**src/hdl/sdsh_pkg.sv**
```systemverilog
// Package for the SD card SPI-mode host sequencer.
// Phase codes, command and status codes, state and result types, frame byte helpers.
// No dependencies.
package sdsh_pkg;

  localparam int BLOCK_BYTES = 512;
  localparam int DUMMY_BYTES = 10;

  localparam int PHASE_W = 5;
  localparam int COUNT_W = 10;
  localparam int WAIT_W  = 16;

  localparam logic [PHASE_W-1:0] PH_IDLE     = 5'd0;
  localparam logic [PHASE_W-1:0] PH_DUMMY    = 5'd1;
  localparam logic [PHASE_W-1:0] PH_C0_SEND  = 5'd2;
  localparam logic [PHASE_W-1:0] PH_C0_RESP  = 5'd3;
  localparam logic [PHASE_W-1:0] PH_C8_SEND  = 5'd4;
  localparam logic [PHASE_W-1:0] PH_C8_RESP  = 5'd5;
  localparam logic [PHASE_W-1:0] PH_C55_SEND = 5'd6;
  localparam logic [PHASE_W-1:0] PH_C55_RESP = 5'd7;
  localparam logic [PHASE_W-1:0] PH_A41_SEND = 5'd8;
  localparam logic [PHASE_W-1:0] PH_A41_RESP = 5'd9;
  localparam logic [PHASE_W-1:0] PH_RW_SEND  = 5'd10;
  localparam logic [PHASE_W-1:0] PH_RW_RESP  = 5'd11;
  localparam logic [PHASE_W-1:0] PH_TOKEN    = 5'd12;
  localparam logic [PHASE_W-1:0] PH_RDATA    = 5'd13;
  localparam logic [PHASE_W-1:0] PH_RCRC     = 5'd14;
  localparam logic [PHASE_W-1:0] PH_WTOKEN   = 5'd15;
  localparam logic [PHASE_W-1:0] PH_WDATA    = 5'd16;
  localparam logic [PHASE_W-1:0] PH_WCRC     = 5'd17;
  localparam logic [PHASE_W-1:0] PH_DRESP    = 5'd18;
  localparam logic [PHASE_W-1:0] PH_BUSY     = 5'd19;
  localparam logic [PHASE_W-1:0] PH_FINAL_OK = 5'd20;
  localparam logic [PHASE_W-1:0] PH_FINAL_TO = 5'd21;

  localparam logic [1:0] CMD_INIT  = 2'd0;
  localparam logic [1:0] CMD_READ  = 2'd1;
  localparam logic [1:0] CMD_WRITE = 2'd2;
  localparam logic [1:0] CMD_XFER  = 2'd3;

  localparam logic [1:0] CFG_RESPONSE_TRIES = 2'd0;
  localparam logic [1:0] CFG_INIT_RETRIES   = 2'd1;
  localparam logic [1:0] CFG_TOKEN_TRIES    = 2'd2;

  localparam logic [2:0] ST_OK            = 3'd0;
  localparam logic [2:0] ST_CMD_REJECTED  = 3'd1;
  localparam logic [2:0] ST_INIT_TIMEOUT  = 3'd2;
  localparam logic [2:0] ST_TOKEN_TIMEOUT = 3'd3;
  localparam logic [2:0] ST_DATA_REJECTED = 3'd4;

  localparam logic [7:0] OP_CMD0   = 8'h40;
  localparam logic [7:0] OP_CMD8   = 8'h48;
  localparam logic [7:0] OP_CMD17  = 8'h51;
  localparam logic [7:0] OP_CMD24  = 8'h58;
  localparam logic [7:0] OP_CMD55  = 8'h77;
  localparam logic [7:0] OP_ACMD41 = 8'h69;
  localparam logic [7:0] CRC_CMD0  = 8'h95;
  localparam logic [7:0] CRC_CMD8  = 8'h87;
  localparam logic [7:0] CRC_CMD55 = 8'h65;
  localparam logic [7:0] CRC_A41   = 8'h77;
  localparam logic [31:0] ARG_CMD8 = 32'h0000_01AA;
  localparam logic [31:0] ARG_A41  = 32'h4000_0000;
  localparam logic [7:0] TOKEN_START = 8'hFE;
  localparam logic [7:0] IDLE_BYTE   = 8'hFF;
  localparam logic [7:0] DRESP_MASK  = 8'h1F;
  localparam logic [7:0] DRESP_OK    = 8'h05;

  typedef struct packed {
    logic [PHASE_W-1:0] phase;
    logic [1:0]         operation;
    logic [31:0]        byte_address;
    logic [COUNT_W-1:0] byte_count;
    logic [WAIT_W-1:0]  wait_count;
    logic [WAIT_W-1:0]  retry_count;
  } seq_state_t;

  typedef struct packed {
    logic [7:0]  response_tries;
    logic [15:0] init_retries;
    logic [15:0] token_tries;
  } seq_cfg_t;

  typedef struct packed {
    logic       tx_valid;
    logic [7:0] tx_byte;
    logic       cs_active;
    logic       data_valid;
    logic [7:0] data_byte;
    logic       done_res;
    logic [2:0] status;
  } seq_res_t;

  function automatic seq_res_t mk_res(logic txv, logic [7:0] tx, logic cs, logic dv,
                                      logic [7:0] db, logic done, logic [2:0] st);
    seq_res_t r;
    r.tx_valid   = txv;
    r.tx_byte    = tx;
    r.cs_active  = cs;
    r.data_valid = dv;
    r.data_byte  = db;
    r.done_res   = done;
    r.status     = st;
    return r;
  endfunction

  function automatic logic [7:0] frame_byte(logic [PHASE_W-1:0] ph, logic [1:0] op_sel,
                                            logic [31:0] addr, logic [COUNT_W-1:0] idx);
    logic [7:0]  op;
    logic [31:0] arg;
    logic [7:0]  crc;
    logic [7:0]  b;
    case (ph)
      PH_C0_SEND: begin
        op = OP_CMD0; arg = '0; crc = CRC_CMD0;
      end
      PH_C8_SEND: begin
        op = OP_CMD8; arg = ARG_CMD8; crc = CRC_CMD8;
      end
      PH_C55_SEND: begin
        op = OP_CMD55; arg = '0; crc = CRC_CMD55;
      end
      PH_A41_SEND: begin
        op = OP_ACMD41; arg = ARG_A41; crc = CRC_A41;
      end
      default: begin
        op = (op_sel == CMD_READ) ? OP_CMD17 : OP_CMD24;
        arg = addr;
        crc = IDLE_BYTE;
      end
    endcase
    case (idx)
      10'd0:   b = op;
      10'd1:   b = arg[31:24];
      10'd2:   b = arg[23:16];
      10'd3:   b = arg[15:8];
      10'd4:   b = arg[7:0];
      default: b = crc;
    endcase
    return b;
  endfunction

endpackage

```
**src/hdl/sd_card_spi_host_sequencer.sv**
```systemverilog
// SD card SPI-mode host sequencer: top level with input, state and result registers.
// Depends on sdsh_pkg and sdsh_step.
//
// Each item is a start request or the report of one finished SPI byte exchange, and
// gives exactly one result: the next byte to send, the chip-select level, any read data
// byte and the completion status. One item is taken every clock cycle unless the input is stalled;
// an item is held in the input register while the phase decode runs, and its result is loaded into
// the result register when that register is empty or its result is not stalled. Result stalls back
// up into the input side only when both registers are full.
module sd_card_spi_host_sequencer import sdsh_pkg::*; (
  input  logic        clk_i,
  input  logic        rst_ni,
  input  logic        cfg_we_i,
  input  logic [1:0]  cfg_index_i,
  input  logic [15:0] cfg_wdata_i,
  input  logic        in_valid_i,
  output logic        in_stall_o,
  input  logic [1:0]  command_i,
  input  logic [31:0] sector_i,
  input  logic [7:0]  rx_byte_i,
  input  logic [7:0]  write_byte_i,
  output logic        out_valid_o,
  input  logic        out_stall_i,
  output logic        tx_valid_o,
  output logic [7:0]  tx_byte_o,
  output logic        cs_active_o,
  output logic        data_valid_o,
  output logic [7:0]  data_byte_o,
  output logic        done_res_o,
  output logic [2:0]  status_o
);

  seq_cfg_t   cfg_q;
  seq_state_t st_q;
  seq_state_t st_d;
  seq_res_t   res_d;
  seq_res_t   res_q;
  logic       in_valid_q;
  logic       out_valid_q;
  logic [1:0] command_q;
  logic [31:0] sector_q;
  logic [7:0] rx_byte_q;
  logic [7:0] write_byte_q;
  logic       out_free;
  logic       advance;
  logic       in_take;

  assign out_free   = !out_valid_q || !out_stall_i;
  assign advance    = in_valid_q && out_free;
  assign in_stall_o = in_valid_q && !out_free;
  assign in_take    = in_valid_i && !in_stall_o;

  always_ff @(posedge clk_i or negedge rst_ni) begin
    if (!rst_ni) begin
      cfg_q.response_tries <= 8'd10;
      cfg_q.init_retries   <= 16'd1000;
      cfg_q.token_tries    <= 16'd10000;
    end else if (cfg_we_i) begin
      case (cfg_index_i)
        CFG_RESPONSE_TRIES: cfg_q.response_tries <= cfg_wdata_i[7:0];
        CFG_INIT_RETRIES:   cfg_q.init_retries   <= cfg_wdata_i;
        CFG_TOKEN_TRIES:    cfg_q.token_tries    <= cfg_wdata_i;
        default: ;
      endcase
    end
  end

  always_ff @(posedge clk_i or negedge rst_ni) begin
    if (!rst_ni) begin
      in_valid_q <= 1'b0;
    end else if (in_take) begin
      in_valid_q <= 1'b1;
    end else if (advance) begin
      in_valid_q <= 1'b0;
    end
  end

  always_ff @(posedge clk_i) begin
    if (in_take) begin
      command_q    <= command_i;
      sector_q     <= sector_i;
      rx_byte_q    <= rx_byte_i;
      write_byte_q <= write_byte_i;
    end
  end

  sdsh_step u_step (
    .st_i         (st_q),
    .cfg_i        (cfg_q),
    .command_i    (command_q),
    .sector_i     (sector_q),
    .rx_byte_i    (rx_byte_q),
    .write_byte_i (write_byte_q),
    .st_o         (st_d),
    .res_o        (res_d)
  );

  always_ff @(posedge clk_i or negedge rst_ni) begin
    if (!rst_ni) begin
      st_q        <= '0;
      out_valid_q <= 1'b0;
    end else begin
      if (advance) begin
        st_q        <= st_d;
        out_valid_q <= 1'b1;
      end else if (!out_stall_i) begin
        out_valid_q <= 1'b0;
      end
    end
  end

  always_ff @(posedge clk_i) begin
    if (advance) begin
      res_q <= res_d;
    end
  end

  assign out_valid_o  = out_valid_q;
  assign tx_valid_o   = res_q.tx_valid;
  assign tx_byte_o    = res_q.tx_byte;
  assign cs_active_o  = res_q.cs_active;
  assign data_valid_o = res_q.data_valid;
  assign data_byte_o  = res_q.data_byte;
  assign done_res_o   = res_q.done_res;
  assign status_o     = res_q.status;

  a_done_no_tx: assert property (@(posedge clk_i) disable iff (!rst_ni)
    out_valid_q && res_q.done_res |-> !res_q.tx_valid)
    else $error("done result also requests an exchange");

  a_data_polls: assert property (@(posedge clk_i) disable iff (!rst_ni)
    out_valid_q && res_q.data_valid |-> res_q.cs_active && res_q.tx_byte == IDLE_BYTE)
    else $error("read data byte without selected poll");

  a_status_done: assert property (@(posedge clk_i) disable iff (!rst_ni)
    out_valid_q && !res_q.done_res |-> res_q.status == ST_OK)
    else $error("status set without completion");

  a_advance_fills: assert property (@(posedge clk_i) disable iff (!rst_ni)
    advance |=> out_valid_q)
    else $error("decoded item lost");

  a_stall_full: assert property (@(posedge clk_i) disable iff (!rst_ni)
    in_stall_o |-> in_valid_q && out_valid_q && out_stall_i)
    else $error("input stalled with room ahead");

endmodule

```
**src/hdl/sdsh_step.sv**
```systemverilog
// Next-phase and result decode for one item of the SD SPI host sequencer.
// Pure combinational; depends on sdsh_pkg.
module sdsh_step import sdsh_pkg::*; (
  input  seq_state_t  st_i,
  input  seq_cfg_t    cfg_i,
  input  logic [1:0]  command_i,
  input  logic [31:0] sector_i,
  input  logic [7:0]  rx_byte_i,
  input  logic [7:0]  write_byte_i,
  output seq_state_t  st_o,
  output seq_res_t    res_o
);

  logic [COUNT_W-1:0] bc_inc;
  logic [WAIT_W-1:0]  wc_inc;
  logic [WAIT_W-1:0]  retry_dec;
  logic [7:0]         resp_lim;
  logic [15:0]        init_lim;
  logic [15:0]        token_lim;
  logic [31:0]        new_addr;

  assign bc_inc    = st_i.byte_count + 1'b1;
  assign wc_inc    = st_i.wait_count + 1'b1;
  assign retry_dec = st_i.retry_count - 1'b1;
  assign resp_lim  = (cfg_i.response_tries == '0) ? 8'd1 : cfg_i.response_tries;
  assign init_lim  = (cfg_i.init_retries == '0) ? 16'd1 : cfg_i.init_retries;
  assign token_lim = (cfg_i.token_tries == '0) ? 16'd1 : cfg_i.token_tries;
  assign new_addr  = {sector_i[22:0], 9'd0};

  always_comb begin
    st_o  = st_i;
    res_o = mk_res(1'b0, 8'h00, 1'b0, 1'b0, 8'h00, 1'b0, ST_OK);
    if (command_i == CMD_INIT) begin
      st_o.operation  = CMD_INIT;
      st_o.phase      = PH_DUMMY;
      st_o.byte_count = '0;
      res_o = mk_res(1'b1, IDLE_BYTE, 1'b0, 1'b0, 8'h00, 1'b0, ST_OK);
    end else if (command_i == CMD_READ || command_i == CMD_WRITE) begin
      st_o.operation    = command_i;
      st_o.byte_address = new_addr;
      st_o.phase        = PH_RW_SEND;
      st_o.byte_count   = '0;
      res_o = mk_res(1'b1, frame_byte(PH_RW_SEND, command_i, new_addr, '0), 1'b1,
                     1'b0, 8'h00, 1'b0, ST_OK);
    end else begin
      case (st_i.phase)
        PH_DUMMY: begin
          st_o.byte_count = bc_inc;
          if (bc_inc < COUNT_W'(DUMMY_BYTES)) begin
            res_o = mk_res(1'b1, IDLE_BYTE, 1'b0, 1'b0, 8'h00, 1'b0, ST_OK);
          end else begin
            st_o.phase      = PH_C0_SEND;
            st_o.byte_count = '0;
            res_o = mk_res(1'b1, OP_CMD0, 1'b1, 1'b0, 8'h00, 1'b0, ST_OK);
          end
        end
        PH_C0_SEND, PH_C8_SEND, PH_C55_SEND, PH_A41_SEND, PH_RW_SEND: begin
          st_o.byte_count = bc_inc;
          if (bc_inc < COUNT_W'(6)) begin
            res_o = mk_res(1'b1, frame_byte(st_i.phase, st_i.operation, st_i.byte_address,
                                            bc_inc), 1'b1, 1'b0, 8'h00, 1'b0, ST_OK);
          end else begin
            st_o.phase      = st_i.phase + 1'b1;
            st_o.wait_count = '0;
            st_o.byte_count = '0;
            res_o = mk_res(1'b1, IDLE_BYTE, 1'b1, 1'b0, 8'h00, 1'b0, ST_OK);
          end
        end
        PH_C8_RESP: begin
          st_o.byte_count = bc_inc;
          if ((bc_inc == COUNT_W'(1) && !rx_byte_i[7]) || bc_inc >= COUNT_W'(5)) begin
            st_o.retry_count = init_lim;
            st_o.phase       = PH_C55_SEND;
            st_o.byte_count  = '0;
            res_o = mk_res(1'b1, OP_CMD55, 1'b1, 1'b0, 8'h00, 1'b0, ST_OK);
          end else begin
            res_o = mk_res(1'b1, IDLE_BYTE, 1'b1, 1'b0, 8'h00, 1'b0, ST_OK);
          end
        end
        PH_C0_RESP, PH_C55_RESP, PH_A41_RESP, PH_RW_RESP: begin
          st_o.wait_count = wc_inc;
          if (rx_byte_i == IDLE_BYTE && wc_inc < {8'd0, resp_lim}) begin
            res_o = mk_res(1'b1, IDLE_BYTE, 1'b1, 1'b0, 8'h00, 1'b0, ST_OK);
          end else begin
            case (st_i.phase)
              PH_C0_RESP: begin
                if (rx_byte_i == 8'h01) begin
                  st_o.phase      = PH_C8_SEND;
                  st_o.byte_count = '0;
                  res_o = mk_res(1'b1, OP_CMD8, 1'b1, 1'b0, 8'h00, 1'b0, ST_OK);
                end else begin
                  st_o.phase = PH_IDLE;
                  res_o = mk_res(1'b0, 8'h00, 1'b0, 1'b0, 8'h00, 1'b1, ST_CMD_REJECTED);
                end
              end
              PH_C55_RESP: begin
                st_o.phase      = PH_A41_SEND;
                st_o.byte_count = '0;
                res_o = mk_res(1'b1, OP_ACMD41, 1'b1, 1'b0, 8'h00, 1'b0, ST_OK);
              end
              PH_A41_RESP: begin
                if (rx_byte_i == 8'h00) begin
                  st_o.phase = PH_FINAL_OK;
                  res_o = mk_res(1'b1, IDLE_BYTE, 1'b0, 1'b0, 8'h00, 1'b0, ST_OK);
                end else begin
                  st_o.retry_count = retry_dec;
                  if (retry_dec == '0) begin
                    st_o.phase = PH_FINAL_TO;
                    res_o = mk_res(1'b1, IDLE_BYTE, 1'b0, 1'b0, 8'h00, 1'b0, ST_OK);
                  end else begin
                    st_o.phase      = PH_C55_SEND;
                    st_o.byte_count = '0;
                    res_o = mk_res(1'b1, OP_CMD55, 1'b1, 1'b0, 8'h00, 1'b0, ST_OK);
                  end
                end
              end
              default: begin
                if (rx_byte_i != 8'h00) begin
                  st_o.phase = PH_IDLE;
                  res_o = mk_res(1'b0, 8'h00, 1'b0, 1'b0, 8'h00, 1'b1, ST_CMD_REJECTED);
                end else if (st_i.operation == CMD_READ) begin
                  st_o.phase      = PH_TOKEN;
                  st_o.wait_count = '0;
                  st_o.byte_count = '0;
                  res_o = mk_res(1'b1, IDLE_BYTE, 1'b1, 1'b0, 8'h00, 1'b0, ST_OK);
                end else begin
                  st_o.phase = PH_WTOKEN;
                  res_o = mk_res(1'b1, TOKEN_START, 1'b1, 1'b0, 8'h00, 1'b0, ST_OK);
                end
              end
            endcase
          end
        end
        PH_TOKEN: begin
          st_o.wait_count = wc_inc;
          if (rx_byte_i == TOKEN_START) begin
            st_o.phase      = PH_RDATA;
            st_o.wait_count = '0;
            st_o.byte_count = '0;
            res_o = mk_res(1'b1, IDLE_BYTE, 1'b1, 1'b0, 8'h00, 1'b0, ST_OK);
          end else if (wc_inc >= token_lim) begin
            st_o.phase = PH_IDLE;
            res_o = mk_res(1'b0, 8'h00, 1'b0, 1'b0, 8'h00, 1'b1, ST_TOKEN_TIMEOUT);
          end else begin
            res_o = mk_res(1'b1, IDLE_BYTE, 1'b1, 1'b0, 8'h00, 1'b0, ST_OK);
          end
        end
        PH_RDATA: begin
          st_o.byte_count = bc_inc;
          if (bc_inc >= COUNT_W'(BLOCK_BYTES)) begin
            st_o.phase      = PH_RCRC;
            st_o.byte_count = '0;
          end
          res_o = mk_res(1'b1, IDLE_BYTE, 1'b1, 1'b1, rx_byte_i, 1'b0, ST_OK);
        end
        PH_RCRC: begin
          st_o.byte_count = bc_inc;
          if (bc_inc < COUNT_W'(2)) begin
            res_o = mk_res(1'b1, IDLE_BYTE, 1'b1, 1'b0, 8'h00, 1'b0, ST_OK);
          end else begin
            st_o.phase = PH_FINAL_OK;
            res_o = mk_res(1'b1, IDLE_BYTE, 1'b0, 1'b0, 8'h00, 1'b0, ST_OK);
          end
        end
        PH_WTOKEN: begin
          st_o.phase      = PH_WDATA;
          st_o.byte_count = '0;
          res_o = mk_res(1'b1, write_byte_i, 1'b1, 1'b0, 8'h00, 1'b0, ST_OK);
        end
        PH_WDATA: begin
          st_o.byte_count = bc_inc;
          if (bc_inc < COUNT_W'(BLOCK_BYTES)) begin
            res_o = mk_res(1'b1, write_byte_i, 1'b1, 1'b0, 8'h00, 1'b0, ST_OK);
          end else begin
            st_o.phase      = PH_WCRC;
            st_o.byte_count = '0;
            res_o = mk_res(1'b1, IDLE_BYTE, 1'b1, 1'b0, 8'h00, 1'b0, ST_OK);
          end
        end
        PH_WCRC: begin
          st_o.byte_count = bc_inc;
          if (bc_inc >= COUNT_W'(2)) begin
            st_o.phase = PH_DRESP;
          end
          res_o = mk_res(1'b1, IDLE_BYTE, 1'b1, 1'b0, 8'h00, 1'b0, ST_OK);
        end
        PH_DRESP: begin
          if ((rx_byte_i & DRESP_MASK) != DRESP_OK) begin
            st_o.phase = PH_IDLE;
            res_o = mk_res(1'b0, 8'h00, 1'b0, 1'b0, 8'h00, 1'b1, ST_DATA_REJECTED);
          end else begin
            st_o.phase = PH_BUSY;
            res_o = mk_res(1'b1, IDLE_BYTE, 1'b1, 1'b0, 8'h00, 1'b0, ST_OK);
          end
        end
        PH_BUSY: begin
          if (rx_byte_i == 8'h00) begin
            res_o = mk_res(1'b1, IDLE_BYTE, 1'b1, 1'b0, 8'h00, 1'b0, ST_OK);
          end else begin
            st_o.phase = PH_FINAL_OK;
            res_o = mk_res(1'b1, IDLE_BYTE, 1'b0, 1'b0, 8'h00, 1'b0, ST_OK);
          end
        end
        PH_FINAL_OK: begin
          st_o.phase = PH_IDLE;
          res_o = mk_res(1'b0, 8'h00, 1'b0, 1'b0, 8'h00, 1'b1, ST_OK);
        end
        PH_FINAL_TO: begin
          st_o.phase = PH_IDLE;
          res_o = mk_res(1'b0, 8'h00, 1'b0, 1'b0, 8'h00, 1'b1, ST_INIT_TIMEOUT);
        end
        default: begin
          st_o.phase = PH_IDLE;
        end
      endcase
    end
  end

endmodule
```
**config.mk**
```make
export PLATFORM = sky130hd
export DESIGN_NAME = sd_card_spi_host_sequencer
export DESIGN_NICKNAME = d
export VERILOG_FILES = /design/src/hdl/sdsh_pkg.sv /design/src/hdl/sd_card_spi_host_sequencer.sv /design/src/hdl/sdsh_step.sv
export SDC_FILE = /design/constraint.sdc
export NUM_CORES = 1
export LEC_CHECK = 0
export ABC_AREA = 1
export BUFFER_PORTS_ARGS = -buffer_cell sky130_fd_sc_hd__buf_2
export CAP_MARGIN = 30
export CORE_MARGIN = 2
export CORE_UTILIZATION = 49
export DETAILED_ROUTE_END_ITERATION = 12
export PLACE_DENSITY = 0.73
export RECOVER_POWER = 100
export SYNTH_ARGS = -nofsm -noshare
export SYNTH_HDL_FRONTEND = slang
export SYNTH_SLANG_ARGS = --single-unit
```
**constraint.sdc**
```tcl
create_clock -name clk_i -period 4.1 [get_ports clk_i]
set_input_delay 0.205 -clock clk_i [delete_from_list [all_inputs] [get_ports clk_i]]
set_output_delay 0.205 -clock clk_i [all_outputs]
set_load 0.1 [all_outputs]
```
; ---- After elaboration in Yosys (flattened, before gate mapping)
; Cells that the tools add are included.
[classes]
n_addsub = 4
magnitude_cmp = 9
eq_ne = 56
muxes = 75
bitwise = 2
reduce_logical = 42
[ops]
columns = operator, count
row1 = $pmux 23 s14, 1
row2 = $mux 22, 7
row3 = $mux 23, 6
row4 = $mux 26, 4
row5 = $mux 16, 6
row6 = $pmux 32 s3, 1
row7 = $mux 10, 9
row8 = $pmux 10 s9, 1
row9 = $mux 5, 16
row10 = $pmux 23 s3, 1
row11 = $pmux 8 s4, 2
row12 = $pmux 5 s12, 1
row13 = $logic_not 16->1, 3
row14 = $pmux 16 s3, 1
row15 = $mux 42, 1
row16 = $eq 5x4->1 const B, 8
row17 = $pmux 8 s5, 1
row18 = $mux 34, 1
row19 = $pmux 16 s2, 1
row20 = $eq 5x5->1 const B, 6
row21 = $pmux 10 s3, 1
row22 = $mux 14, 2
row23 = $ne 4x2->1 const B, 6
row24 = $eq 10x2->1 const B, 2
row25 = other kinds (59), 100
[totals]
register_bits = 178
inputBits = 73
out_inout_bits = 25
elab_cells = 210

; ---- Logic depth before layout (Yosys ltp)
; Gate-level depths: netlist of run 1.
[depth]
ltp_word = 9
depth_mapped = 24
ltp_nobuf = 24

; ---- Modules after synthesis
; A second synthesis of run 1 with hierarchy kept.
[unflattened]
cells_unflattened = 1894
area_unflattened_um2 = 13246.5
[by_module_without_submodules]
columns = mod, instances, cells_each, area_each_um2, seq_area_each_um2
row1 = sd_card_spi_host_sequencer, 1, 613, 7288.2, 5286.3
row2 = sdsh_step, 1, 1281, 5958.2, 0.0

; ---- Least setup slack after synthesis of run 1
; OpenSTA, ideal clock, no wires.
[synth_timing]
path_kind = flip-flop to flip-flop
from = register out_valid_q, in the netlist out_valid_o
to = register command_q[0], enable pin
setup_ns = 0.442
t_arrival_ns = 3.169
setup_slack_ns = 0.489
path_stages_with_launch = 6
path_buffers = 0
synth_period_minus_slack_ns = 3.611
cell_sequence = dfrtp_1 nand2_1 nor2_1 inv_1 nand2_1 inv_1
[synth_via]
elab_chain_len = 6
[synth_rtl]
columns = item, line
row1 = start: declaration, sd_card_spi_host_sequencer.sv:39  ; logic out_valid_q;
row2 = start signal: assignment, sd_card_spi_host_sequencer.sv:101  ; out_valid_q <= 1'b0;
row3 = start signal: assignment, sd_card_spi_host_sequencer.sv:105  ; out_valid_q <= 1'b1;
row4 = start signal: assignment, sd_card_spi_host_sequencer.sv:107  ; out_valid_q <= 1'b0;
row5 = $logic_not 1->1, sd_card_spi_host_sequencer.sv:48  ; assign out_free = !out_valid_q || !out_stall_i;
row6 = $logic_or 1x1->1, sd_card_spi_host_sequencer.sv:48
row7 = $logic_not 1->1, sd_card_spi_host_sequencer.sv:50  ; assign in_stall_o = in_valid_q && !out_free;
row8 = $logic_and 1x1->1, sd_card_spi_host_sequencer.sv:50
row9 = named net in_stall_o, sd_card_spi_host_sequencer.sv:17  ; output logic in_stall_o,
row10 = $logic_not 1->1, sd_card_spi_host_sequencer.sv:51  ; assign in_take = in_valid_i && !in_stall_o;
row11 = $logic_and 1x1->1, sd_card_spi_host_sequencer.sv:51
row12 = named net in_take, sd_card_spi_host_sequencer.sv:46  ; logic in_take;
row13 = end signal: assignment, sd_card_spi_host_sequencer.sv:80  ; command_q <= command_i;
row14 = end: declaration, sd_card_spi_host_sequencer.sv:40  ; logic [1:0] command_q;
; The timed path passes the listed nets, and every way through them passes these cells.
; A chain may end at the register's enable or synchronous reset.

; ---- Final worst setup path of run 1
[layout_timing]
from = input out_stall_i
to = register st_q[69] (netlist bit)
[layout_via]
elab_chain_len = 4
[layout_rtl]
columns = item, line
row1 = start: declaration, sd_card_spi_host_sequencer.sv:23  ; input logic out_stall_i,
row2 = $logic_not 1->1, -
row3 = $logic_or 1x1->1, sd_card_spi_host_sequencer.sv:48
row4 = $logic_and 1x1->1, sd_card_spi_host_sequencer.sv:49  ; assign advance = in_valid_q && out_free;
row5 = named net advance, sd_card_spi_host_sequencer.sv:45  ; logic advance;
row6 = $reduce_and 3->1 (no source line), -
row7 = end signal: assignment, sd_card_spi_host_sequencer.sv:104  ; st_q <= st_d;
row8 = end: declaration, sd_card_spi_host_sequencer.sv:34  ; seq_state_t st_q;
; The timed path passes the listed nets, and every way through them passes these cells.

==> results of run 1 <==
## timing repair
| action | CTS | global route |
|---|---|---|
| endpoints found under the setup margin | 0 | 0 |
| hold buffers | 45 | 0 |
| hold endpoints to repair | 72 | 0 |
## metal layers
layer	wire, um	vias to the layer above
met4	459	0
met5	0	-
li1	-	4910
met2	12800	374
met1	13700	4609
met3	1900	35
## worst max-delay path: cells and delay by family
kind	cells	cell delay, ps
buf+inv	6	2850
mux	1	430
simple gates	3	460
## layout make-up
class	instances	area, um^2	area share
Clock buffer	17	425	0.0337
Clock inverter	15	170	0.0135
Inverter	222	833	0.0659
Multi-Input combinational cell	997	5150	0.408
Sequential cell	178	4790	0.379
Tap cell	280	350	0.0277
Timing Repair Buffer	145	917	0.0726
## logic make-up (layout without fill, tap and decap cells)
kind of cell             after synthesis  after routing  synth area share
adder cells (fa/ha/maj)               40             40            0.0454
multiplexers                          17             17            0.0174
AO/OA/AOI/OAI                        181            181             0.101
buffers and inverters                253            399            0.0919
flip-flops                           178            178             0.435
XOR/XNOR                               8              8           0.00636
AND/OR/NAND/NOR                      751            751             0.303
## flip-flops by register name (all words and copies together) (netlist names), 2 cells and up
name          count
command_q         2
sector_q         23
tx_byte_o         8
cfg_q            40
data_byte_o       8
status_o          3
st_q             72
rx_byte_q         8
write_byte_q      8
## synthesized netlist by cell type, drive strengths merged
master | count | area share
a21o | 2 | 0.0014
a21oi | 43 | 0.022
a22oi | 3 | 0.0020
a311oi | 2 | 0.0016
a31oi | 4 | 0.0023
a41o | 1 | 0.00091
and3 | 1 | 0.00057
buf | 18 | 0.012
clkbuf | 13 | 0.0044
clkinv | 1 | 0.00034
dfrtp | 101 | 0.23
dfstp | 13 | 0.031
edfxtp | 64 | 0.17
ha | 40 | 0.045
inv | 221 | 0.075
mux2 | 17 | 0.017
nand2 | 385 | 0.13
nand3 | 100 | 0.050
nand3b | 9 | 0.0061
nand4 | 41 | 0.025
nor2 | 191 | 0.073
nor3 | 14 | 0.0078
nor4 | 8 | 0.0045
o211ai | 3 | 0.0025
o21a | 2 | 0.0014
o21ai | 99 | 0.049
o21bai | 2 | 0.0014
o221ai | 1 | 0.00080
o22ai | 19 | 0.016
or2 | 2 | 0.0011
xnor2 | 1 | 0.00080
xor2 | 7 | 0.0056
## stage by stage
step           utilization  power [mW]  hold WS [ps]  area (um^2)
2_1_floorplan            -        5.18         -90.6        11000
3_3_place_gp         0.533        5.98           382        11700
3_5_place_dp         0.535        6.05           234        11700
4_1_cts              0.583        7.72          14.5        12800
5_1_grt              0.576        8.25          41.9        12600
6_report             0.576        7.66          32.7        12600
## final timing paths
| check | start | to | slack, ps |
|---|---|---|---|
| max in group asynchronous | rst_ni | st_q[64]$_DFFE_PN0P_ | 1140 |
| min | cfg_wdata_i[3] | cfg_q[35]$_DFFE_PN1P_ | 30 |
| max reg2reg | st_q[16]$_DFFE_PN0P_ | tx_valid_o$_SDFFCE_PN1P_ | 480 |
| max | out_stall_i | st_q[69]$_DFFE_PN0P_ | 470 |
| min reg2reg | sector_q[9]$_DFFE_PP_ | st_q[60]$_DFFE_PN0P_ | 450 |
| min in group asynchronous | rst_ni | cfg_q[31]$_DFFE_PN0P_ | 960 |
## report_power, final
| group | total, mW | switching (mW) | internal (mW) |
|---|---|---|---|
| Sequential | 2.62 | 0.335 | 2.28 |
| Clock | 1.63 | 0.806 | 0.821 |
| Combinational | 3.42 | 2.35 | 1.07 |
==> summary.txt, run 1 <==
Run status
  • Status: finished, violations left
  • Failing checks: max-capacitance violations, max-slew violations

Power
  • Pleak: 6.13 nW
  • VDD IR-drop max: 0.331 mV
  • Pwr/cell area: just over 600 nW/um^2

Synthesis
  • Synth Cell Area: around 11,000 um^2
  • Syn Nets: 1,541
  • Post-Syn Area per Cell: ~7.7 um^2
  • Distinct cells, synth: 52
  • Register area share after synthesis: 0.435
  • Synthesis Warnings: 0
  • #FFs+latches synth: 178
  • Synth Instances: ~1,400

Clock tree
  • Num CTS Buffers: 17
  • Post-CTS setup buffer count: 0
  • Clk sinks: 178
  • CTS Buffer Depth: 2
  • CTS Root Cell: clkbuf_16
  • CTS tree: yes
  • Clock Latency Late Sink: 430 ps
  • PostCTS Resize Cnt: 0
  • H-Tree Depth: 4
  • CTS clock-pin slew for the worst setup and hold paths: 80 ps

Die
  • DIE HEIGHT: ~150 um
  • Core area: around 22,000 um^2
  • DIE AREA: 23,700 um^2
  • Initial Utilization: 0.502
  • Row Count: 54
  • Die Wd: 154 um
  • Num ports: 98

Cells and area
  • Final Instance Count excl. Fillers: 1,854
  • Layout cells sized above 1: 0.120
  • Syn-to-layout area delta: 14.7%
  • Nets: 1,674
  • Fillers: 2,030
  • Antenna cells: 0
  • Most common library cell in the layout ignoring fill and taps: nand2_1
  • Most frequent cells in the layout: nand2_1, inv_1, nor2_1, dfrtp_1, o21ai_0

GRT
  • Number of global-route vias before repair: about 9,300
  • Met3 GRT Util: 0.0443
  • GR Util met2: 0.392
  • Layer carrying the most global-route usage: met2
  • Remaining Overflow, GRT: 0
  • Total Routing Usage GR: 0.250
  • Grt met1 use: 0.362
  • First-pass GRT wire length: 47,200 um
  • Pin count of the biggest net entering global routing: 43
  • Antenna violations before repair: 0

Critical path
  • Worst EP required: 4420 ps
  • R2r worst-path depth: 19
  • CP arrival: 3950 ps
  • Worst path cell trace: dlygate4sd3_1, buf_2, nand2_1, inv_1, nor2_2, clkbuf_1, inv_1, nor2_1, clkbuf_1, mux2_2
  • Crit-path max FO: 27
  • Slowest cell on crit path: clkbuf_1
  • Critical path capture point type: register
  • CP Class: primary input to register
  • CP Launch Type: primary input
  • CP peak stage delay: around 1200 ps

Routing
  • DRT antenna net count: 0
  • DR pass1 iterations: 5
  • Drt via density: 5.35
  • Via count: 9,928
  • WL/cell: 15.6 um
  • Initial DRC Count: 874
  • DR DRC count: 0
  • Final WL: 28,800 um

Place
  • HPWL after detailed placement: 21,900 um
  • Pre-CTS setup slack: 634 ps
  • Port Buffers: a little under 90
  • Gpl congestion: 0.989
  • Dpl cells: around 1,800

Timing
  • Time the worst path needs with I/O delays and setup: 3630 ps
  • Finish-stage setup viols: 0
  • Setup ws final: 470 ps
  • Relative slew slack: -0.468
  • Setup TNS: 0 ps
  • Clock Skews: 11.5 ps
  • Worst-Margin Slew: around 2200 ps
  • Slew Viols, Final: ~110
  • Final period util: 0.885
  • Final hold violations: 0
  • Fmax: 275 MHz
  • RSZ-0062 raised after global routing: no

Run
  • MaxCap Viol Count: 3

Worst hold path
  • Hold Crit Depth: 3
  • Hold crit path type: primary input to register
Note: power is estimated with default switching activity, not from simulation.
==> inputs of run 2 (changes only) <==
==> constraint.sdc (replaced) <==
create_clock -name clk_i -period 3.8 [get_ports clk_i]
set_input_delay 0.19 -clock clk_i [delete_from_list [all_inputs] [get_ports clk_i]]
set_output_delay 0.19 -clock clk_i [all_outputs]
set_load 0.1 [all_outputs]
==> summary.txt, run 2 (synthesized netlist as in run 1, its figures left out) <==
Critical path
  • CP peak stage delay: 520 ps (-630 ps)
  • Worst Setup SP: st_q[32]$_DFFE_PN0P_
  • Critical path capture point type: register
  • R2r worst-path depth: 15 (-4)
  • Slowest cell on crit path: dfrtp_1
  • Worst EP required: 4180 ps (-240 ps)
  • Reg-to-Reg Start: st_q[32]$_DFFE_PN0P_
  • Worst flop-to-flop path endpoint: st_q[1]$_DFFE_PN0P_
  • Reg2reg setup slack: 370 ps (-110 ps)
  • Worst setup endpoint: st_q[1]$_DFFE_PN0P_
  • CP Class: register to register
  • CP arrival: 3800 ps (-150 ps)
  • CP Launch Type: register
  • Worst path cell trace: inv_1, nor2_4, nand3_1, nand2_1, nand2_1, nor2_2, nand2_1, nor2_2, nor2_2, nand2_4, nand4_4, nor2_4, clkbuf_1, nor2_1, a21oi_2
  • Crit-path max FO: 13 (-52%)

Power
  • Gate power share: 0.450 (+0.004)
  • Power, Total: 8.38 mW (+9.4%)
  • Internal power: 4.59 mW (+10%)
  • Pleak: 6.16 nW (+0.48%)
  • Sequential power share: 0.335 (-0.007)
  • Net Sw Power: 3.78 mW (+8.5%)
  • Clock power share: 0.215 (+0.003)
  • VDD IR-drop max: 0.323 mV (-2.4%)
  • Switching portion of total power: 0.452 (-0.00360)
  • Pwr/cell area: 660 nW/um^2 (+8.9%)

GRT
  • Remaining Overflow, GRT: 0 (unchanged)
  • Antenna violations before repair: 0 (unchanged)
  • Number of global-route vias before repair: 9,683 (+4.1%)
  • Pin count of the biggest net entering global routing: 64 (+49%)
  • Total Routing Usage GR: 0.258 (+0.00846)
  • First-pass GRT wire length: 48,600 um (+2.8%)

Die
  • Die Wd: 154 um (unchanged)
  • Num ports: 98 (unchanged)
  • Core area: 22,000 um^2 (unchanged)
  • Row Count: 54 (unchanged)
  • Initial Utilization: 0.502 (unchanged)
  • DIE AREA: 23,700 um^2 (unchanged)
  • DIE HEIGHT: 154 um (unchanged)

Clock tree
  • Clock Latency Late Sink: 440 ps (about the same)
  • PostCTS Resize Cnt: 0 (unchanged)
  • Num CTS Buffers: 17 (unchanged)
  • CTS Hold Bufs: 44 (-2.2%)
  • H-Tree Depth: 4 (unchanged)
  • Post-CTS setup buffer count: 0 (unchanged)
  • CTS clock-pin slew for the worst setup and hold paths: 80 ps (about the same)
  • CTS Root Cell: clkbuf_16
  • CTS Buffer Depth: 2 (unchanged)
  • Clk sinks: 178 (unchanged)
  • CTS tree: yes

Timing
  • Worst-Margin Slew: 1760 ps (-442 ps)
  • Slew Viols, Final: 106 (-6.2%)
  • Final period util: 0.902
  • Clock Skews: 11.7 ps (+0.212 ps)
  • Setup TNS: 0 ps (unchanged)
  • Relative slew slack: -0.174 (+0.294)
  • Finish-stage setup viols: 0 (unchanged)
  • Final hold violations: 0 (unchanged)
  • Fmax: 292 MHz
  • RSZ-0062 raised after global routing: no
  • Time the worst path needs with I/O delays and setup: ~3400 ps

Place
  • Gpl congestion: 1.00 (+1.2%)
  • DP Area: 11,800 um^2 (+0.15%)
  • Port Buffers: 88 (unchanged)
  • HPWL after detailed placement: 22,200 um (+1.6%)

Routing
  • DRT antenna net count: 0 (unchanged)
  • Final WL: 29,500 um (+2.3%)
  • DR DRC count: 0 (unchanged)
  • DR pass1 iterations: 8 (+3)
  • Initial DRC Count: 779 (-11%)
  • WL/cell: 15.9 um (+2.1%)
  • Drt via density: 5.40 (+0.80%)
  • Via count: 10,000 (+1.1%)

Worst hold path
  • Hold crit path type: primary input to register
  • Hold Crit Start: cfg_wdata_i[8]

Cells and area
  • Top flop regs: st_q x72, cfg_q x40, sector_q x23
  • Most frequent cells in the layout: nand2_1, inv_1, nor2_1, dfrtp_1, nand3_1
  • Fin area: 12,700 um^2 (+0.45%)
  • Max reg flops: 72 (unchanged)
  • Fillers: 2,038 (+0.39%)
  • Fin util: 0.578 (+0.00262)
  • Layout cells sized above 1: 0.123 (+0.00342)
  • Biggest register: st_q
  • Antenna cells: 0 (unchanged)
  • Most common library cell in the layout ignoring fill and taps: nand2_1
  • Nets: 1,679 (+0.30%)
  • Syn-to-layout area delta: 15.2%

Run status
  • Status: finished, violations left
  • Failing checks: max-capacitance violations, max-slew violations

Run
  • MaxCap Viol Count: 2 (-1)
[run 2: cell count changes in the layout (fill, tap and decap cells not counted), sizes merged]
cell / change
clkinvlp: +1
bufinv: +1
dlygate4sd3: -1
clkinv: -4
inv: +1
clkbuf: -4
buf: +11
[run 2: final cells by class]
class	instances	area (um^2)	area share
repair buffers	150	967	0.0762
multi-input cells	997	5160	0.407
clock inverters	14	161	0.0127
flip-flops and latches	178	4790	0.377
clock buffers	18	429	0.0338
inverters	222	833	0.0656
well taps	280	350	0.0276
[run 2: how the worst min path moves through the flow]
stage | slack [ps] | depth (start not counted) | to
floorplan | -110 | 0 | cfg_q[0]$_DFFE_PN0P_
global placement | 350 | 1 | st_q[1]$_DFFE_PN0P_
detailed placement | 360 | 1 | st_q[0]$_DFFE_PN0P_
CTS | 6 | 3 | cfg_q[24]$_DFFE_PN1P_
global route | 30 | 3 | cfg_q[8]$_DFFE_PN1P_
finish | 10 | 3 | cfg_q[8]$_DFFE_PN1P_
[run 2: metrics by stage]
step           setup slack [ps]  cells  hold slack, ps
4_1_cts                     525   1858            6.31
3_3_place_gp                603   1782             354
6_report                    374   1859            11.1
2_1_floorplan               189   1428            -106
3_5_place_dp                542   1782             355
5_1_grt                    99.0   1859            30.2
[run 2: power by group through the flow]
stage          sequential, mW  combinational, mW  clock [mW]
6_report                 2.80               3.77        1.80
5_1_grt                  2.86               4.24        1.90
4_1_cts                  2.80               3.79        1.82
3_5_place_dp             2.83               3.73           0
3_3_place_gp             2.82               3.67           0
2_1_floorplan            3.01               2.57           0
[run 2: per-layer routing]
metal | vias up | part of all wire | global-route usage
li1 | 4920 | - | -
met1 | 4728 | 0.48 | 0.376
met2 | 328 | 0.44 | 0.399
met3 | 58 | 0.062 | 0.0380
met4 | 0 | 0.022 | 0.0832
met5 | - | 0 | 0
[run 2: critical path: cells and delay by family (launching register included)]
kind	cells	cell delay [ps]
buf+inv	2	560
simple gates	12	2160
flops	1	520
compound gates	1	110
==> inputs of run 3 (changes only) <==
--- a/config.mk
+++ b/config.mk
@@ -7,10 +7,10 @@
 export LEC_CHECK = 0
 export ABC_AREA = 1
 export BUFFER_PORTS_ARGS = -buffer_cell sky130_fd_sc_hd__buf_2
-export CAP_MARGIN = 30
 export CORE_MARGIN = 2
 export CORE_UTILIZATION = 49
 export DETAILED_ROUTE_END_ITERATION = 12
+export HOLD_SLACK_MARGIN = 0.15
 export PLACE_DENSITY = 0.73
 export RECOVER_POWER = 100
 export SYNTH_ARGS = -nofsm -noshare
==> summary.txt, run 3 (synthesized netlist as in run 1, its figures left out) <==
Timing
  • Setup TNS: 0 ps (unchanged)
  • Worst-Margin Slew: 1770 ps (+7.63 ps)
  • Relative slew slack: -0.179 (-0.00509)
  • RSZ-0062 raised after global routing: no
  • Final hold violations: 0 (unchanged)
  • Clock Skews: 12.3 ps (+0.611 ps)
  • Time the worst path needs with I/O delays and setup: 3410 ps (-11.8 ps)
  • Slew Viols, Final: 106 (unchanged)
  • Setup ws final: 386 ps (+11.8 ps)
  • Final period util: 0.898 (-0.00312)
  • Finish-stage setup viols: 0 (unchanged)
  • Fmax: 293 MHz (+0.35%)

Routing
  • Via count: 10,100 (+0.83%)
  • Drt via density: 5.40 (about the same)
  • Final WL: 29,900 um (+1.3%)
  • DR DRC count: 0 (unchanged)
  • Initial DRC Count: 749 (-3.9%)
  • DR pass1 iterations: 5 (-3)
  • WL/cell: 15.9 um (+0.41%)
  • DRT antenna net count: 0 (unchanged)

Die
  • Die Wd: 154 um (unchanged)
  • Core area: 22,000 um^2 (unchanged)
  • Row Count: 54 (unchanged)
  • Initial Utilization: 0.502 (unchanged)
  • DIE AREA: 23,700 um^2 (unchanged)
  • Num ports: 98 (unchanged)
  • DIE HEIGHT: 154 um (unchanged)

Clock tree
  • H-Tree Depth: 4 (unchanged)
  • PostCTS Resize Cnt: 0 (unchanged)
  • Post-CTS setup buffer count: 0 (unchanged)
  • Clock Latency Late Sink: 440 ps (about the same)
  • CTS Buffer Depth: 2 (unchanged)
  • CTS Hold Bufs: 61 (+39%)
  • CTS clock-pin slew for the worst setup and hold paths: 80 ps (about the same)
  • Num CTS Buffers: 17 (unchanged)
  • Clk sinks: 178 (unchanged)
  • CTS tree: yes
  • CTS Root Cell: clkbuf_16

Power
  • Net Sw Power: 3.79 mW (+0.20%)
  • Power, Total: 8.40 mW (+0.27%)
  • Sequential power share: 0.334 (about the same)
  • Internal power: 4.61 mW (+0.33%)
  • VDD IR-drop max: 0.319 mV (-1.4%)
  • Gate power share: 0.451 (about the same)
  • Switching portion of total power: 0.451 (about the same)
  • Clock power share: 0.214 (about the same)
  • Pwr/cell area: 654 nW/um^2 (-0.94%)
  • Pleak: 6.23 nW (+1.1%)

Cells and area
  • Most common library cell in the layout ignoring fill and taps: nand2_1
  • Top flop regs: st_q x72, cfg_q x40, sector_q x23
  • Biggest register: st_q
  • Nets: 1,695 (+0.95%)
  • Syn-to-layout area delta: 16.6%
  • Layout cells sized above 1: 0.125 (+0.00127)
  • Fillers: 2,019 (-0.93%)
  • Antenna cells: 0 (unchanged)
  • Max reg flops: 72 (unchanged)
  • Most frequent cells in the layout: nand2_1, inv_1, nor2_1, dfrtp_1, nand3_1

Run status
  • Status: finished, violations left
  • Failing checks: max-capacitance violations, max-slew violations

Place
  • Pre-CTS setup slack: 542 ps (unchanged)
  • Gpl congestion: 1.00 (unchanged)
  • HPWL after detailed placement: 22,200 um (unchanged)
  • Port Buffers: 88 (unchanged)

GRT
  • Pin count of the biggest net entering global routing: 64 (unchanged)
  • Antenna violations before repair: 0 (unchanged)
  • Remaining Overflow, GRT: 0 (unchanged)
  • Total Routing Usage GR: 0.261 (+0.00304)
  • Number of global-route vias before repair: 9,776 (+0.96%)
  • First-pass GRT wire length: 49,200 um (+1.2%)

Worst hold path
  • Hold Crit Start: cfg_we_i
  • Hold crit path type: primary input to register
  • Hold Crit Depth: 3 (unchanged)
  • Worst Hold End: cfg_q[35]$_DFFE_PN1P_

Critical path
  • Crit-path max FO: 13 (unchanged)
  • Reg-to-Reg Start: st_q[32]$_DFFE_PN0P_
  • Worst flop-to-flop path endpoint: st_q[1]$_DFFE_PN0P_
  • Critical path capture point type: register
  • CP arrival: 3780 ps (-20 ps)
  • CP Class: register to register
  • Reg2reg setup slack: 390 ps (about the same)
  • Worst EP required: 4170 ps (about the same)
  • CP Launch Type: register
  • R2r worst-path depth: 15 (unchanged)

Run
  • MaxCap Viol Count: 2 (unchanged)
## run 3: through the flow
step	instances	hold slack, ps	instance area (um^2)	utilization
5_1_grt	1875	456	12900	0.585
3_5_place_dp	1782	355	11800	0.536
3_3_place_gp	1782	354	11800	0.536
6_report	1875	408	12900	0.585
4_1_cts	1875	368	13000	0.590
2_1_floorplan	1428	-106	11000	-
## run 3: power groups by stage
stage	combinational [mW]	sequential [mW]	clock, mW
floorplan	2.57	3.01	0
global placement	3.67	2.82	0
detailed placement	3.73	2.83	0
CTS	3.80	2.80	1.82
global route	4.25	2.86	1.91
finish	3.79	2.81	1.80
## run 3: cell type report
type	count	area [um^2]	share of cell area
timing repair buffer	166	1120	0.0873
clock inverter	14	161	0.0126
inverter	222	833	0.0648
tap	280	350	0.0273
multi-input combinational	997	5160	0.402
sequential	178	4790	0.373
clock buffer	18	429	0.0334
## run 3: worst max-delay path by stage
| stage | cells after the start | slack [ps] | startpoint | to |
|---|---|---|---|---|
| finish | 15 | 390 | st_q[32]$_DFFE_PN0P_ | st_q[1]$_DFFE_PN0P_ |
| global placement | 18 | 600 | st_q[20]$_DFFE_PN0P_ | tx_valid_o$_SDFFCE_PN1P_ |
| global route | 13 | 100 | st_q[76]$_DFFE_PN0P_ | st_q[17]$_DFFE_PN0P_ |
| floorplan | 5 | 190 | out_valid_o$_DFFE_PN0P_ | command_q[0]$_DFFE_PP_ |
| CTS | 19 | 520 | st_q[20]$_DFFE_PN0P_ | st_q[34]$_DFFE_PN0P_ |
| detailed placement | 15 | 540 | st_q[32]$_DFFE_PN0P_ | st_q[10]$_DFFE_PN0P_ |
## run 3: worst max-delay path, stage by stage, from the launching register on
cell and delay [ps]:
dfrtp_1 520, inv_1 200, nor2_4 190, nand3_1 90
nand2_1 90, nand2_1 200, nor2_2 500, nand2_1 180
nor2_2 160, nor2_2 60, nand2_4 110, nand4_4 90
nor2_4 380, clkbuf_1 360, nor2_1 90, a21oi_2 110
## run 3: layer usage
metal  track usage  part of all wire
met1         0.378              0.47
met5             0                 0
met2         0.405              0.44
met4        0.0854             0.024
met3        0.0386             0.063
